### config.mk
export PLATFORM = sky130hd
export DESIGN_NAME = mie_regfile
export DESIGN_NICKNAME = d
export VERILOG_FILES = /design/src/sv/mie_pkg.sv /design/src/sv/mie_regfile.sv
export SDC_FILE = /design/constraint.sdc
export NUM_CORES = 1
export LEC_CHECK = 0
export BUFFER_PORTS_ARGS = -buffer_cell sky130_fd_sc_hd__buf_2
export CAP_MARGIN = 20
export CORE_MARGIN = 2
export CORE_UTILIZATION = 60
export CTS_BUF_LIST = sky130_fd_sc_hd__clkbuf_4
export DETAILED_ROUTE_END_ITERATION = 16
export PLACE_DENSITY = 0.75
export SLEW_MARGIN = 20
export SYNTH_ARGS = -nofsm -noshare
export SYNTH_HDL_FRONTEND = slang
export SYNTH_SLANG_ARGS = --single-unit
### constraint.sdc
create_clock -name i_clk -period 3.5 [get_ports i_clk]
set_clock_uncertainty 0.05 [all_clocks]
set_input_delay 0.7 -clock i_clk [delete_from_list [all_inputs] [get_ports i_clk]]
set_output_delay 0.7 -clock i_clk [all_outputs]
set_load 0.01 [all_outputs]
### src/sv/mie_pkg.sv
// Shared types and instruction encodings for the integer execute unit.
package mie_pkg;

    localparam int unsigned XLEN     = 32;
    localparam int unsigned REG_W    = 5;
    localparam int unsigned CODE_W   = 20;
    localparam int unsigned NREGS    = 32;

    // Primary opcodes
    localparam logic [5:0] OP_SPECIAL = 6'h00;
    localparam logic [5:0] OP_ADDI    = 6'h08;
    localparam logic [5:0] OP_ADDIU   = 6'h09;
    localparam logic [5:0] OP_SLTI    = 6'h0A;
    localparam logic [5:0] OP_SLTIU   = 6'h0B;
    localparam logic [5:0] OP_ANDI    = 6'h0C;
    localparam logic [5:0] OP_ORI     = 6'h0D;
    localparam logic [5:0] OP_XORI    = 6'h0E;
    localparam logic [5:0] OP_LUI     = 6'h0F;

    // SPECIAL function codes
    localparam logic [5:0] FN_SLL     = 6'h00;
    localparam logic [5:0] FN_SRL     = 6'h02;
    localparam logic [5:0] FN_SRA     = 6'h03;
    localparam logic [5:0] FN_SLLV    = 6'h04;
    localparam logic [5:0] FN_SRLV    = 6'h06;
    localparam logic [5:0] FN_SRAV    = 6'h07;
    localparam logic [5:0] FN_SYSCALL = 6'h0C;
    localparam logic [5:0] FN_BREAK   = 6'h0D;
    localparam logic [5:0] FN_MFHI    = 6'h10;
    localparam logic [5:0] FN_MTHI    = 6'h11;
    localparam logic [5:0] FN_MFLO    = 6'h12;
    localparam logic [5:0] FN_MTLO    = 6'h13;
    localparam logic [5:0] FN_MULT    = 6'h18;
    localparam logic [5:0] FN_MULTU   = 6'h19;
    localparam logic [5:0] FN_ADD     = 6'h20;
    localparam logic [5:0] FN_ADDU    = 6'h21;
    localparam logic [5:0] FN_SUB     = 6'h22;
    localparam logic [5:0] FN_SUBU    = 6'h23;
    localparam logic [5:0] FN_AND     = 6'h24;
    localparam logic [5:0] FN_OR      = 6'h25;
    localparam logic [5:0] FN_XOR     = 6'h26;
    localparam logic [5:0] FN_NOR     = 6'h27;
    localparam logic [5:0] FN_SLT     = 6'h2A;
    localparam logic [5:0] FN_SLTU    = 6'h2B;

    typedef enum logic [1:0] {
        TRAP_NONE    = 2'd0,
        TRAP_SYSCALL = 2'd1,
        TRAP_BREAK   = 2'd2
    } t_trap;

    // Register file write port
    typedef struct packed {
        logic             en;
        logic [REG_W-1:0] addr;
        logic [XLEN-1:0]  data;
    } t_wr;

    // Everything one instruction produces
    typedef struct packed {
        logic              wr_en;
        logic [REG_W-1:0]  wr_reg;
        logic [XLEN-1:0]   wr_value;
        logic [XLEN-1:0]   hi_value;
        logic [XLEN-1:0]   lo_value;
        t_trap             trap_kind;
        logic [CODE_W-1:0] trap_code;
        logic              unsupported;
    } t_exec_res;

endpackage

### src/sv/mie_regfile.sv
// General register file: synchronous two-read one-write memory with write forwarding.
module mie_regfile
    import mie_pkg::*;
(
    input  logic             i_clk,
    input  logic             i_rst_n,
    input  logic [REG_W-1:0] i_rd_addr_a,
    input  logic [REG_W-1:0] i_rd_addr_b,
    input  logic [REG_W-1:0] i_op_addr_a,
    input  logic [REG_W-1:0] i_op_addr_b,
    input  t_wr              i_wr,
    output logic [XLEN-1:0]  o_op_a,
    output logic [XLEN-1:0]  o_op_b
);

    logic [XLEN-1:0]  mem [NREGS];
    logic [NREGS-1:0] r_written;
    logic [XLEN-1:0]  r_rdata_a;
    logic [XLEN-1:0]  r_rdata_b;
    logic             r_fwd_en;
    logic [REG_W-1:0] r_fwd_addr;
    logic [XLEN-1:0]  r_fwd_data;

    always_ff @(posedge i_clk) begin
        if (i_wr.en) begin
            mem[i_wr.addr] <= i_wr.data;
        end
        r_rdata_a <= mem[i_rd_addr_a];
        r_rdata_b <= mem[i_rd_addr_b];
    end

    // Entries never written read as zero; register 0 is never written.
    always_ff @(posedge i_clk) begin
        if (!i_rst_n) begin
            r_written <= '0;
            r_fwd_en  <= 1'b0;
        end else begin
            if (i_wr.en) begin
                r_written[i_wr.addr] <= 1'b1;
            end
            r_fwd_en <= i_wr.en;
        end
    end

    // Hold the write of the same edge as the read: the memory returns old data for it.
    always_ff @(posedge i_clk) begin
        r_fwd_addr <= i_wr.addr;
        r_fwd_data <= i_wr.data;
    end

    always_comb begin
        if (r_fwd_en && r_fwd_addr == i_op_addr_a) begin
            o_op_a = r_fwd_data;
        end else if (r_written[i_op_addr_a]) begin
            o_op_a = r_rdata_a;
        end else begin
            o_op_a = '0;
        end
        if (r_fwd_en && r_fwd_addr == i_op_addr_b) begin
            o_op_b = r_fwd_data;
        end else if (r_written[i_op_addr_b]) begin
            o_op_b = r_rdata_b;
        end else begin
            o_op_b = '0;
        end
    end

endmodule

==> impl_results.md <==
- Status: complete, but fails checks
- Violated checks: setup timing
- P_leak: 0.0192 uW
- Initial antenna violation count: 3
- Wire length per cell: between 30 and 40 um
- Most frequent cells in the layout: 1024 x edfxtp_1, 648 x mux4_2, 432 x clkbuf_4
- Pre-antenna DRT Iters: 6
- First-pass GRT wire length: 200 mm
- Final setup viols: 64
- Final #Nets: 2731
- Synth-to-layout area growth: 14.2%
- Clock sinks: between 1000 and 1500
- Crit path kind: reg2out
- Post-synth EDFFs: just over 1000
- Post-synthesis adder-cell area fraction: 0
- Via density: 7.00
- Syn_area_per_cell: roughly 23 um^2
- Worst-case clock buffer depth: 4
- Setup TNS: -26.39 ns
- Clk_lat worst skew: between 1 and 1.5 ns
- Final Hold Vio Count: 0
- CP startpoint kind: flop
- Die W: 296 um
- CP Data Arrival Time: around 3.2 ns
- Synth Register Bits: about 1200
- Post-synthesis compound-gate area fraction: 0.0160
- CP max FO: 16
- Number of global-route vias before repair: 29600
- Syn Nets: approximately 2300
- CTS tree: yes
- Post-Syn Area: 51100 um^2
- 1st-iter DRT viols: 3819
- Net Sw Frac: 0.232
- Tot GR Track Use: 0.328
- Row count: 107
- Sequential Power Share: 0.530
- Switch Pwr: ~6700 uW
- Max Slew Vio Count: 0
- # port buffers: around 120
- Final wirelength: 138 mm
- Mux cell area share after synthesis: 0.306
- Hold slack: 0.204 ns
- RePlAce Congestion: 0.788
- Slew headroom: 0.474
- Initial core utilization: 0.603
- YS warnings: 0
- Share of layout cells above drive strength 1: 0.517
- Hold/Removal Path Class: in2reg
- Comb pwr share: 0.086
- Clock root cell: clkbuf_4
- Synth unique cells: 26
- Final HPWL DP: about 80 mm
- DRC viols: 0
- Main combinational cell family by area after synthesis: multiplexers
- Slew @ Worst Pin: 0.786 ns
- Primary FF master, synth: edfxtp_1
- Crit path time final: 3.97 ns
- Commonest non-fill, non-tap cell in the layout: edfxtp_1
- Worst slack, placed: -0.294 ns
- FMAX: 252 MHz
- Vias post-DR: 28200
- Core area: 84700 um^2
- Worst-path clk slew: ~0.070 ns
- RSZ-0062 raised after global routing: true
- Max Cap Violations: 0
- Depth of the CTS H-tree: 5
- Die area: 87500 um^2
- Crit end category: output pin
- Total grt overflow: 0
- CTS Buf Count: about 310
- Ys async rst share: 0
- P per Cell Area: 499 nW/um^2
- Post-synthesis simple-gate area fraction: 0.00649
- Fin crit share: 1.13
- Final worst slack: -0.470 ns
- Sequential-to-total area share from yosys stat: 0.654
- Largest net degree at the start of global routing: 65
- Pint: 22400 uW
- I/O pin count: 124
- Synth Area in XOR/XNOR: 0.00171
- Peak supply drop: between 0.0003 and 0.0004 V
- WP data required: 2.75 ns
- Clock power frac: 0.384
- Antenna Nets Post-Route: 0
- Die height: 296 um
- Post-Synthesis Cells: 2245
- Final Util: 0.689
[metal layers]
layer / vias to the layer above / GRT usage / wire length [um] / part of all wire
met5: - / 0 / 0 / 0
met4: 0 / 0.112 / 4240 / 0.031
met3: 253 / 0.0720 / 16100 / 0.12
met2: 1987 / 0.531 / 69400 / 0.50
met1: 14900 / 0.452 / 48500 / 0.35
li1: 11000 / - / - / -
[cells in the mapped netlist, drive strengths merged, types with 3 or more instances]
cell | count | area, um^2
mux2i | 32 | 320
or3b | 3 | 26.3
mux2 | 64 | 721
nor4 | 4 | 55.1
edfxtp | 1024 | 30700
a22o | 66 | 578
and3 | 4 | 25.0
buf | 70 | 418
clkbuf | 105 | 394
mux4 | 648 | 14600
dfxtp | 134 | 2680
xor2 | 8 | 70.1
nand3b | 5 | 37.5
nor2 | 35 | 131
o21a | 32 | 240
[final cells by class]
type	count	area [um^2]
clock inverter	80	369
timing repair buffer	294	2720
fill	5219	26400
clock buffer	432	3240
tap	1144	1430
multi-input combinational	912	17100
antenna	4	10.0
sequential	1158	33500
[path summary, 6_finish.rpt]
check	endpoint	start	cells past startpoint	slack [ns]
min	r_rdata_a[9]$_DFF_P_	i_rd_addr_a[4]	2	0.20
min reg2reg	r_written[29]$_SDFFE_PN0P_	r_written[29]$_SDFFE_PN0P_	1	0.43
max reg2reg	r_rdata_a[29]$_DFF_P_	mem[30][29]$_DFFE_PP_	3	1.53
max	o_op_a[9]	r_written[18]$_SDFFE_PN0P_	8	-0.47
[logic make-up after synthesis]
kind of cell           count (synthesis)
AND/OR/NAND/NOR                       60
buffers and inverters                175
AO/OA/AOI/OAI                         98
XOR/XNOR                              10
flip-flops                          1158
multiplexers                         744
[sequential cells by signal (all words and copies together) (netlist names)]
register,count
mem,1024
r_fwd_data,32
r_rdata_a,32
r_rdata_b,32
r_written,32
r_fwd_addr,5
r_fwd_en,1
[worst max-delay path, cell delays in order, from the launching register on]
cell and delay, ns:
dfxtp_1 0.37, mux2i_1 0.09, mux4_2 0.46, and3b_1 0.22, nor4_4 0.27, buf_6 0.21, buf_12 0.18, a22o_1 0.16
buf_2 0.14
[timing repair]
item                                    in CTS  in global routing
buffers inserted                             2                  0
gates cloned                                 1                  1
endpoints found under the hold margin     1033                  0
hold buffers                                39                  0
resized for setup                           29                  3
pin swaps                                    4                  3
endpoints found under the setup margin      64                 64
[metrics by stage]
| step | instances | total power [uW] | cell area, um^2 |
|---|---|---|---|
| 3_5_place_dp | 3465 | 18200 | 54200 |
| 3_3_place_gp | 3465 | 18100 | 54200 |
| 6_report | 4024 | 29100 | 58400 |
| 4_1_cts | 4019 | 29300 | 58300 |
| 2_1_floorplan | 2245 | 17200 | 51100 |
| 5_1_grt | 4023 | 30200 | 58400 |
[power groups by stage]
stage | sequential, uW | combinational [uW] | clock [uW]
6_report | 15400 | 2510 | 11200
4_1_cts | 15400 | 2500 | 11400
3_3_place_gp | 15700 | 2400 | 0
3_5_place_dp | 15700 | 2440 | 0
2_1_floorplan | 15700 | 1560 | 0
5_1_grt | 15400 | 2630 | 12100
Note: power is estimated with default switching activity, not from simulation.
