**src/sv/mie_pkg.sv**
```systemverilog
// Shared types and instruction encodings for the integer execute unit.
package mie_pkg;

    localparam int unsigned XLEN     = 32;
    localparam int unsigned REG_W    = 5;
    localparam int unsigned CODE_W   = 20;
    localparam int unsigned NREGS    = 32;

    // Primary opcodes
    localparam logic [5:0] OP_SPECIAL = 6'h00;
    localparam logic [5:0] OP_ADDI    = 6'h08;
    localparam logic [5:0] OP_ADDIU   = 6'h09;
    localparam logic [5:0] OP_SLTI    = 6'h0A;
    localparam logic [5:0] OP_SLTIU   = 6'h0B;
    localparam logic [5:0] OP_ANDI    = 6'h0C;
    localparam logic [5:0] OP_ORI     = 6'h0D;
    localparam logic [5:0] OP_XORI    = 6'h0E;
    localparam logic [5:0] OP_LUI     = 6'h0F;

    // SPECIAL function codes
    localparam logic [5:0] FN_SLL     = 6'h00;
    localparam logic [5:0] FN_SRL     = 6'h02;
    localparam logic [5:0] FN_SRA     = 6'h03;
    localparam logic [5:0] FN_SLLV    = 6'h04;
    localparam logic [5:0] FN_SRLV    = 6'h06;
    localparam logic [5:0] FN_SRAV    = 6'h07;
    localparam logic [5:0] FN_SYSCALL = 6'h0C;
    localparam logic [5:0] FN_BREAK   = 6'h0D;
    localparam logic [5:0] FN_MFHI    = 6'h10;
    localparam logic [5:0] FN_MTHI    = 6'h11;
    localparam logic [5:0] FN_MFLO    = 6'h12;
    localparam logic [5:0] FN_MTLO    = 6'h13;
    localparam logic [5:0] FN_MULT    = 6'h18;
    localparam logic [5:0] FN_MULTU   = 6'h19;
    localparam logic [5:0] FN_ADD     = 6'h20;
    localparam logic [5:0] FN_ADDU    = 6'h21;
    localparam logic [5:0] FN_SUB     = 6'h22;
    localparam logic [5:0] FN_SUBU    = 6'h23;
    localparam logic [5:0] FN_AND     = 6'h24;
    localparam logic [5:0] FN_OR      = 6'h25;
    localparam logic [5:0] FN_XOR     = 6'h26;
    localparam logic [5:0] FN_NOR     = 6'h27;
    localparam logic [5:0] FN_SLT     = 6'h2A;
    localparam logic [5:0] FN_SLTU    = 6'h2B;

    typedef enum logic [1:0] {
        TRAP_NONE    = 2'd0,
        TRAP_SYSCALL = 2'd1,
        TRAP_BREAK   = 2'd2
    } t_trap;

    // Register file write port
    typedef struct packed {
        logic             en;
        logic [REG_W-1:0] addr;
        logic [XLEN-1:0]  data;
    } t_wr;

    // Everything one instruction produces
    typedef struct packed {
        logic              wr_en;
        logic [REG_W-1:0]  wr_reg;
        logic [XLEN-1:0]   wr_value;
        logic [XLEN-1:0]   hi_value;
        logic [XLEN-1:0]   lo_value;
        t_trap             trap_kind;
        logic [CODE_W-1:0] trap_code;
        logic              unsupported;
    } t_exec_res;

endpackage

```
**src/sv/mie_exec.sv**
```systemverilog
// Instruction decode, ALU, shifter and multiplier for one instruction.
module mie_exec
    import mie_pkg::*;
(
    input  logic [XLEN-1:0] i_instr,
    input  logic [XLEN-1:0] i_op_a,
    input  logic [XLEN-1:0] i_op_b,
    input  logic [XLEN-1:0] i_hi,
    input  logic [XLEN-1:0] i_lo,
    output t_exec_res       o_res
);

    logic [5:0]        op;
    logic [5:0]        fn;
    logic [REG_W-1:0]  rt;
    logic [REG_W-1:0]  rd;
    logic [REG_W-1:0]  sh;
    logic [REG_W-1:0]  vsh;
    logic [15:0]       imm;
    logic [XLEN-1:0]   zimm;
    logic [XLEN-1:0]   simm;
    logic              mul_signed;
    logic signed [XLEN:0]     mul_a;
    logic signed [XLEN:0]     mul_b;
    logic signed [2*XLEN+1:0] prod;
    logic              wr;
    logic [REG_W-1:0]  dst;
    logic [XLEN-1:0]   val;

    assign op   = i_instr[31:26];
    assign rt   = i_instr[20:16];
    assign rd   = i_instr[15:11];
    assign sh   = i_instr[10:6];
    assign fn   = i_instr[5:0];
    assign imm  = i_instr[15:0];
    assign vsh  = i_op_a[REG_W-1:0];
    assign zimm = {16'h0000, imm};
    assign simm = {{16{imm[15]}}, imm};

    assign mul_signed = (fn == FN_MULT);
    assign mul_a = $signed({mul_signed & i_op_a[XLEN-1], i_op_a});
    assign mul_b = $signed({mul_signed & i_op_b[XLEN-1], i_op_b});
    assign prod  = mul_a * mul_b;

    always_comb begin
        o_res          = '0;
        o_res.hi_value = i_hi;
        o_res.lo_value = i_lo;
        wr             = 1'b0;
        dst            = '0;
        val            = '0;
        if (i_instr != '0) begin
            if (op == OP_SPECIAL) begin
                wr  = 1'b1;
                dst = rd;
                unique case (fn)
                    FN_SLL:  val = i_op_b << sh;
                    FN_SRL:  val = i_op_b >> sh;
                    FN_SRA:  val = $unsigned($signed(i_op_b) >>> sh);
                    FN_SLLV: val = i_op_b << vsh;
                    FN_SRLV: val = i_op_b >> vsh;
                    FN_SRAV: val = $unsigned($signed(i_op_b) >>> vsh);
                    FN_MFHI: val = i_hi;
                    FN_MFLO: val = i_lo;
                    FN_MTHI: begin
                        wr             = 1'b0;
                        o_res.hi_value = i_op_a;
                    end
                    FN_MTLO: begin
                        wr             = 1'b0;
                        o_res.lo_value = i_op_a;
                    end
                    FN_MULT, FN_MULTU: begin
                        wr             = 1'b0;
                        o_res.hi_value = prod[2*XLEN-1:XLEN];
                        o_res.lo_value = prod[XLEN-1:0];
                    end
                    FN_ADD, FN_ADDU: val = i_op_a + i_op_b;
                    FN_SUB, FN_SUBU: val = i_op_a - i_op_b;
                    FN_AND:  val = i_op_a & i_op_b;
                    FN_OR:   val = i_op_a | i_op_b;
                    FN_XOR:  val = i_op_a ^ i_op_b;
                    FN_NOR:  val = ~(i_op_a | i_op_b);
                    FN_SLT:  val = {31'd0, $signed(i_op_a) < $signed(i_op_b)};
                    FN_SLTU: val = {31'd0, i_op_a < i_op_b};
                    FN_SYSCALL: begin
                        wr              = 1'b0;
                        o_res.trap_kind = TRAP_SYSCALL;
                        o_res.trap_code = i_instr[25:6];
                    end
                    FN_BREAK: begin
                        wr              = 1'b0;
                        o_res.trap_kind = TRAP_BREAK;
                        o_res.trap_code = i_instr[25:6];
                    end
                    default: begin
                        wr                = 1'b0;
                        o_res.unsupported = 1'b1;
                    end
                endcase
            end else begin
                wr  = 1'b1;
                dst = rt;
                unique case (op)
                    OP_LUI:             val = {imm, 16'h0000};
                    OP_ADDI, OP_ADDIU:  val = i_op_a + simm;
                    OP_SLTI:  val = {31'd0, $signed(i_op_a) < $signed(simm)};
                    OP_SLTIU: val = {31'd0, i_op_a < simm};
                    OP_ANDI:  val = i_op_a & zimm;
                    OP_ORI:   val = i_op_a | zimm;
                    OP_XORI:  val = i_op_a ^ zimm;
                    default: begin
                        wr                = 1'b0;
                        o_res.unsupported = 1'b1;
                    end
                endcase
            end
        end
        // Writes to register 0 are dropped
        if (wr && dst != '0) begin
            o_res.wr_en    = 1'b1;
            o_res.wr_reg   = dst;
            o_res.wr_value = val;
        end
    end

endmodule

```
**config.mk**
```make
export PLATFORM = sky130hd
export DESIGN_NAME = mie_exec
export DESIGN_NICKNAME = d
export VERILOG_FILES = /design/src/sv/mie_pkg.sv /design/src/sv/mie_exec.sv
export SDC_FILE = /design/constraint.sdc
export NUM_CORES = 2
export LEC_CHECK = 0
export BUFFER_PORTS_ARGS = -buffer_cell sky130_fd_sc_hd__buf_2
export CAP_MARGIN = 0
export CORE_ASPECT_RATIO = 0.9
export CORE_MARGIN = 3
export CORE_UTILIZATION = 30
export DETAILED_ROUTE_END_ITERATION = 8
export GPL_ROUTABILITY_DRIVEN = 0
export GPL_TIMING_DRIVEN = 0
export PLACE_DENSITY = 0.54
export SLEW_MARGIN = 20
export SYNTH_ARGS = -nofsm -noshare
export SYNTH_HDL_FRONTEND = slang
export SYNTH_SLANG_ARGS = --single-unit
```
**constraint.sdc**
```tcl
create_clock -name vclk -period 17.75
set_clock_uncertainty 0.2 [all_clocks]
set_input_delay 0.8875 -clock vclk [all_inputs]
set_output_delay 0.8875 -clock vclk [all_outputs]
set_load 0.1 [all_outputs]
```
==> impl_results.md <==
- Status: complete, but fails checks
- Failing checks: DRC
- Met2 Use GR: between 40% and 50%
- Initial antenna violation count: 34
- Most frequent cells in the layout: inv_1 (1270), fa_1 (1127), nand2_1 (1067)
- DR vias: 54400
- Residual DRC: between 400 and 500
- First-pass GRT wire length: 404 mm
- DP Wirelength: between 200 and 250 mm
- DRT Wirelength: approximately 290 mm
- YS warnings: 0
- Busiest grt layer: met2
- Area Overhead vs Synth: 9.01%
- F_max: around 59 MHz
- Commonest non-fill, non-tap cell in the layout: inv_1
- Layout Nets: around 8600
- Slowest CP cell: fa_1
- Hold Path Class: in -> out
- GRT overflow: 0
- Yosys top cell area share: roughly 43%
- Iteration count of the initial detailed-routing pass: 9
- Worst EP required: around 17 ns
- Initial core utilization: a little under a third
- Fill cells: 18700
- # rows: 145
- Post-synth net total: between 8000 and 9000
- Hold Vio Cnt, Final: 0
- Crit-path leading delay family: adder cells
- # IOs: around 290
- Gate Count Post-Synth: approximately 6600
- Wirelength per Cell: between 30 and 40 um
- DIE HEIGHT: approximately 400 um
- Sequential fraction of the synthesis area: 0%
- Fin crit period: between 15 and 20 ns
- Routed Antenna Nets: 0
- Number of clock buffers in the layout: 0
- Die ar.: between 150000 and 200000 um2
- Setup TNS: 0 ns
- RSZ-0062 raised after global routing: no
- DR vias/cell: roughly 6
- Die Width: about 450 um
- # resized after CTS: 0
- Total track usage: between 30% and 40%
- Max_cap viols: 0
- Vias in the first global route: 53000
- Slew Limit Fails: 0
- Postcts setup bufs: 0
- Avg Cell Area, Syn: approximately 8 um2
- CP endpoint kind: output pin
- Synth unique cells: 96
- CP peak stage delay: 0.99 ns
- FF/Latch Area: 0 um2
- Worst Tran Pin Value: 1.42 ns
- Rel. slew slack: under 10%
- Largest net degree at the start of global routing: 24
- WS Path Type: in -> out
- Core box area: about 170000 um2
- Synth area leaders: fa_1 (43%), ha_1 (9.2%), inv_1 (9.1%)
- Post-Syn Area: 52500 um2
- Buf+Inv Stages, Crit Path: 13
- Quantity of hold-fixing buffers added after cts: 0
- Initial DRC count: 9478
- Fin crit share: 94.8%
- Critical path peak fanout: 10
- Met3 usage: roughly 15%
- FFs & Latches: 0
- Share of layout cells above drive strength 1: around 7%
- Startpoint Class: primary input
- Final Setup Violations: 0
- IO Port Bufs: 283
- Most common cell on crit path: fa_1
- Worst EP arrival: around 16 ns
- Synth area leader: fa_1
- Met1 usage: 39.4%
[layer usage]
layer	vias up	wire length (um)
met1	27200	105000
met4	30	31700
met5	-	349
met3	1254	46100
met2	4510	107000
li1	21400	-
[stage by stage]
step | worst slack, ns | hold WS (ns) | instance area (um2) | utilization, % | cells
after detailed placement | 1.78 | 2.09 | 57100 | 32.9 | 9181
after global routing | 1.01 | 2.11 | 57200 | 32.9 | 9193
after floorplan | 4.97 | 2.03 | 52500 | - | 6606
after global placement | 0.901 | 2.08 | 56800 | 32.7 | 9167
after CTS | 1.76 | 2.09 | 57100 | 32.9 | 9181
final | 0.930 | 2.09 | 57300 | 32.9 | 9212
[kinds of logic (layout without fill, tap and decap cells)]
family | count (synthesis) | in the layout | share of synthesized area [%]
and+or+nand+nor | 1907 | 1907 | 15.0
buffers and inverters | 1744 | 2045 | 12.7
adders and majority gates | 1515 | 1515 | 52.2
AOI/OAI and AO/OA | 1100 | 1100 | 13.7
muxes | 194 | 194 | 4.00
xor gates and xnor gates | 146 | 146 | 2.43
other | 0 | 27 | 0
[path summary, 6_finish.rpt]
| check | from | to | depth (start not counted) |
|---|---|---|---|
| worst max-delay path | i_instr[1] | o_res[77] | 34 |
| worst min-delay path | i_instr[25] | o_res[20] | 3 |
[synth_stat cells (28+ instances only)]
cell / count
inv_1: 1270
fa_1: 1128
nand2_1: 1067
nor2_1: 512
ha_1: 387
clkbuf_1: 304
a21oi_1: 277
o21ai_0: 235
mux2i_1: 176
xnor2_1: 111
buf_1: 100
a22oi_1: 95
nand3_1: 70
a21o_1: 59
nor3_1: 56
a31oi_1: 51
a211oi_1: 48
nor4_1: 41
xor2_1: 35
buf_2: 32
o211ai_1: 32
a221oi_1: 31
o21bai_1: 31
and3_1: 29
nand4_1: 28
[area by class of cell]
type                       instances  area (um2)  area share [%]
multi-input combinational       4862       45900            80.2
inverter                        1300        4880            8.52
tap                             2278        2850            4.98
buffer                           444        1840            3.21
timing repair buffer             301        1690            2.95
antenna                           27        67.6           0.118
